$ cat config.mk
export PLATFORM = sky130hd
export DESIGN_NAME = ptpp_ctrl
export DESIGN_NICKNAME = d
export VERILOG_FILES = /design/src/hw/rtl/ptpp_pkg.sv /design/src/hw/rtl/ptpp_ctrl.sv
export SDC_FILE = /design/constraint.sdc
export NUM_CORES = 1
export LEC_CHECK = 0
export ABC_CLOCK_PERIOD_IN_PS = 1600
export BUFFER_PORTS_ARGS = -buffer_cell sky130_fd_sc_hd__buf_2
export CAP_MARGIN = 25
export CORE_AREA = 2 2 39 41
export DETAILED_ROUTE_END_ITERATION = 8
export DIE_AREA = 0 0 41 43
export PLACE_DENSITY_LB_ADDON = 0.1
export SYNTH_ARGS = -nofsm -noshare
export SYNTH_HDL_FRONTEND = slang
export SYNTH_SLANG_ARGS = --single-unit
$ cat constraint.sdc
create_clock -name clk -period 1.6 [get_ports clk]
set_clock_uncertainty 0.2 [all_clocks]
set_input_delay 0.16 -clock clk [delete_from_list [all_inputs] [get_ports clk]]
set_output_delay 0.16 -clock clk [all_outputs]
set_load 0.02 [all_outputs]
$ cat src/hw/rtl/ptpp_pkg.sv
// shared types and constants for the packed triplet pixel plotter
`timescale 1ns / 1ps

package ptpp_pkg;

  localparam int DISPLAY_ROWS  = 160;
  localparam int DISPLAY_WIDTH = 160;
  localparam int WORDS_PER_ROW = (DISPLAY_WIDTH + 1) / 3 + 1;
  localparam int WORD_COUNT    = DISPLAY_ROWS * WORDS_PER_ROW;
  localparam int ADDR_W        = $clog2(WORD_COUNT);

  localparam logic [6:0]  COLUMN_BASE = 7'd37;
  localparam logic [15:0] FIELD_POS0  = 16'hF800;
  localparam logic [15:0] FIELD_POS1  = 16'h07E0;
  localparam logic [15:0] FIELD_POS2  = 16'h001F;

  // x / 3 for 8-bit x as (x * 171) >> 9
  localparam logic [7:0] DIV3_MUL   = 8'd171;
  localparam int         DIV3_SHIFT = 9;

  typedef enum logic [2:0] {
    ST_CLEAR,
    ST_IDLE,
    ST_DIV,
    ST_ADDR,
    ST_READ,
    ST_WRITE
  } ptpp_state_t;

  typedef struct packed {
    logic load;
    logic div;
    logic addr;
    logic rd;
    logic commit;
    logic clr;
  } ptpp_cmd_t;

  typedef struct packed {
    logic clr_last;
  } ptpp_status_t;

endpackage

$ cat src/hw/rtl/ptpp_ctrl.sv
// sequencer for memory clear and per-word read-modify-write
`timescale 1ns / 1ps

module ptpp_ctrl (
  input  logic                  clk,
  input  logic                  rst_n,
  input  logic                  start,
  input  ptpp_pkg::ptpp_status_t status,
  output ptpp_pkg::ptpp_cmd_t    cmd,
  output logic                  busy
);
  import ptpp_pkg::*;

  ptpp_state_t state_r, state_nxt;

  always_ff @(posedge clk) begin
    if (!rst_n) begin
      state_r <= ST_CLEAR;
    end else begin
      state_r <= state_nxt;
    end
  end

  always_comb begin
    state_nxt = state_r;
    cmd       = '0;
    busy      = 1'b1;
    unique case (state_r)
      ST_CLEAR: begin
        cmd.clr = 1'b1;
        if (status.clr_last) begin
          state_nxt = ST_IDLE;
        end
      end
      ST_IDLE: begin
        busy = 1'b0;
        if (start) begin
          cmd.load  = 1'b1;
          state_nxt = ST_DIV;
        end
      end
      ST_DIV: begin
        cmd.div   = 1'b1;
        state_nxt = ST_ADDR;
      end
      ST_ADDR: begin
        cmd.addr  = 1'b1;
        state_nxt = ST_READ;
      end
      ST_READ: begin
        cmd.rd    = 1'b1;
        state_nxt = ST_WRITE;
      end
      ST_WRITE: begin
        cmd.commit = 1'b1;
        state_nxt  = ST_IDLE;
      end
      default: begin
        state_nxt = ST_IDLE;
      end
    endcase
  end

endmodule

Word-level counts from Yosys, hierarchy flattened
Cells that the tools add are included.
Storage, ports and cells
  register bits: 3
  input port bits: 4
  output and inout port bits: 7
  word-level logic and storage cells: 21
Operators by class
  eq/ne operators: 7
  multiplexer cells: 11
  reductions and logical operators: 2
Operator list (count)
  $pmux 3 s5: 1
  $mux 1: 8
  $eq 3x2->1 const B: 2
  $eq 3x3->1 const B: 2
  $mux 3: 2
  $ne 2x2->1 const B: 2
  $eq 3x1->1 const B: 1
  $logic_not 3->1: 1
  $reduce_and 2->1: 1

Longest topological paths before layout
  depth after elaboration: 3
  depth in mapped cells: 3
  gate-level depth less buffers: 2

Worst setup path before layout
No wires, ideal clock.
  kind: register to output
  start point: register state_r[0]
  end point: output port cmd[1] (netlist name)
  arrival time: 1.143 ns
  data required time: 1.240 ns
  path slack: 0.097 ns
  cell stages (with the launch flop): 4
  path buffers: 1
  cell sequence: dfxtp_1 > clkbuf_1 > inv_1 > nor3b_1
RTL lines
  start: declaration: line ptpp_ctrl.sv:14  | ptpp_state_t state_r, state_nxt;
  start signal: assignment: line ptpp_ctrl.sv:20  | state_r <= state_nxt;
  end: declaration: line ptpp_ctrl.sv:9  | output ptpp_pkg::ptpp_cmd_t cmd,

==> out/qor.csv <==
metric,value,unit
status,finished clean,
clk_pin_slew,40,ps
dr_total_vias,210,
slew_violations,0,
synth_ff_type,dfxtp_1,
synth_xor_area_share,0,%
yosys_warnings,0,
grt_setup_unrepaired,false,
start_util,13.4,%
port_buffers,10,
muxShareOfSynthArea,0,%
wire_per_inst,9.75,µm
startpoint,state_r[1]$_SDFFE_PN0P_,
cts_tree,done,
insertion_delay,240,ps
critPathRequiredTime,1240,ps
ys_seq_elements,3,
reg2regPathDepth,2,
area_growth,50.7,%
drtAntennaViolNets,0,
async_reset_ff_share,0,%
fp-row-count,14,
cts_buffer_depth,2,
synth_top_family_by_area,simple AND/OR/NAND/NOR gates,
crit_chain,"nor2_1, and3_1, buf_2",
grt_max_degree,11,
slowest_stage,dfxtp_1,
layout_common_cells,"buf_2 (10), nor3b_1 (3), clkbuf_4 (3), nor2_1 (2), dfxtp_2 (2)",
root_buffer,clkbuf_4,
ir_drop,0.204,mV
drt-pass1-iter-count,4,
globalRouteOverflowTotal,0,
setup_viol,0,
gp_congestion,0.677,
synth-seq-area-share,32.4,%
finalSetupTns,0,ps
final.min_clock_period,1470,ps
slew_headroom,83.4,%
htreeDepth,1,
die-width,41,µm
regMostFlops,state_r,
cts_setup_buffers,0,
drive_gt1_share,45.7,%
drv_cap,0,
cts.sinks,3,
finalHoldViolCount,0,
grt_pass1_vias,199,
regArea,62.6,µm²
die_area,0.00176,mm²
syn_nets,26,
synth_cell_type_count,17,
p_per_area,1030,mW/mm²
path_delay_family,flip-flops,
post-route-period-util,92.1,%
die_y,43,µm
antenna_found_initial,0,
layout_commonest_cell,buf_2,
vias_per_cell,4.12,
synthTopCellsByCount,"dfxtp_1 (3), nor3b_1 (3), nor2_1 (2)",
fin_util,20.2,%
synth_compound_area_share,12.2,%
synth_top_cell_by_area,dfxtp_1,
largest_reg_flops,3,
fmax,679,MHz
drc,0,
dr.first_iter.drc_count,4,
path_buf_inv,1,
avgSynthCellArea,8.42,µm²
nFillCells,166,
grt_pass1_wl,738,µm
synthAdderAreaFrac,0,%
crit_path_end_kind,output port,
io_pins,11,
synth_top_area_share,32.4,%
synth-simple-area-share,45.3,%
core_area,0.00138,mm²
worst_slack,126,ps
antenna_cells,0,
wl,497,µm
hold_path_class,primary input to flip-flop,
critPathMaxFanout,10,
worst_slew_pin_slew,248,ps
final_net_count,40,
synth.cell_area,185,µm²
grt_usage,7.11,%
multi_input_area,106,µm²
path_class,flip-flop to output port,
synth_area_leaders,"dfxtp_1 (32%), nor3b_1 (12%), buf_6 (6.1%)",
power_leakage,0.000134,µW
synth_edf_count,0,
worstHoldStart,start,
slowest_delay,450,ps
r2r-start,state_r[1]$_SDFFE_PN0P_,
dp_slack,247,ps
worst-path-stages,3,
largestRegisters,state_r: 3 flops,
critPathLaunchType,flip-flop,
synth_cells,22,
cts_buffers,3,
worstPathArrival,1110,ps
hold_depth,3,
[logic make-up after synthesis]
group           after synthesis
simple gates                 13
flops                         3
compound gates                3
buf+inv                       3
[per-stage QoR]
step / hold slack [ps] / std cells / total power, µW / area (µm²)
finish: 19.1 / 51 / 288 / 279
global route: 33.6 / 51 / 301 / 279
CTS: 14.2 / 51 / 291 / 277
detailed placement: 218 / 46 / 146 / 240
global placement: 218 / 46 / 147 / 240
floorplan: 77.8 / 22 / 130 / 185
[report_power, final]
part	internal [µW]	switching, µW	leakage [µW]
Combinational	24.4	30.1	0.0000933
Clock	94.0	47.2	0.0000150
Sequential	81.2	10.9	0.0000253
Total	200	88.2	0.000134
[worst reg2reg max path: stages (launching register included)]
cell	delay, ps
dfxtp_1	370
or4_1	530
o311a_1	130
[layer usage]
metal  routed length (µm)  track usage [%]
met5                    0                0
met1                  180             5.75
met4                   27             12.0
met3                   21             1.57
met2                  268             10.0
[what timing repair did]
item / 4_1_cts / 5_1_grt
gates resized for setup: 0 / 2
hold buffers: 1 / 0
hold endpoints to repair: 2 / 0
setup endpoints to repair: 0 / 2
[final timing paths]
check	slack, ps	endpoint
setup / recovery	130	cmd[5]
setup reg to reg	250	state_r[0]$_SDFFE_PN0P_
hold / removal	20	state_r[1]$_SDFFE_PN0P_
hold reg to reg	360	state_r[1]$_SDFFE_PN0P_
[final cells by class]
class / count / area share (%)
Clock buffer: 4 / 9.42
Inverter: 1 / 1.35
Multi-Input combinational cell: 16 / 38.1
Sequential cell: 3 / 22.4
Tap cell: 16 / 7.17
Timing Repair Buffer: 11 / 21.5
Power figures use the tool's default switching activity.
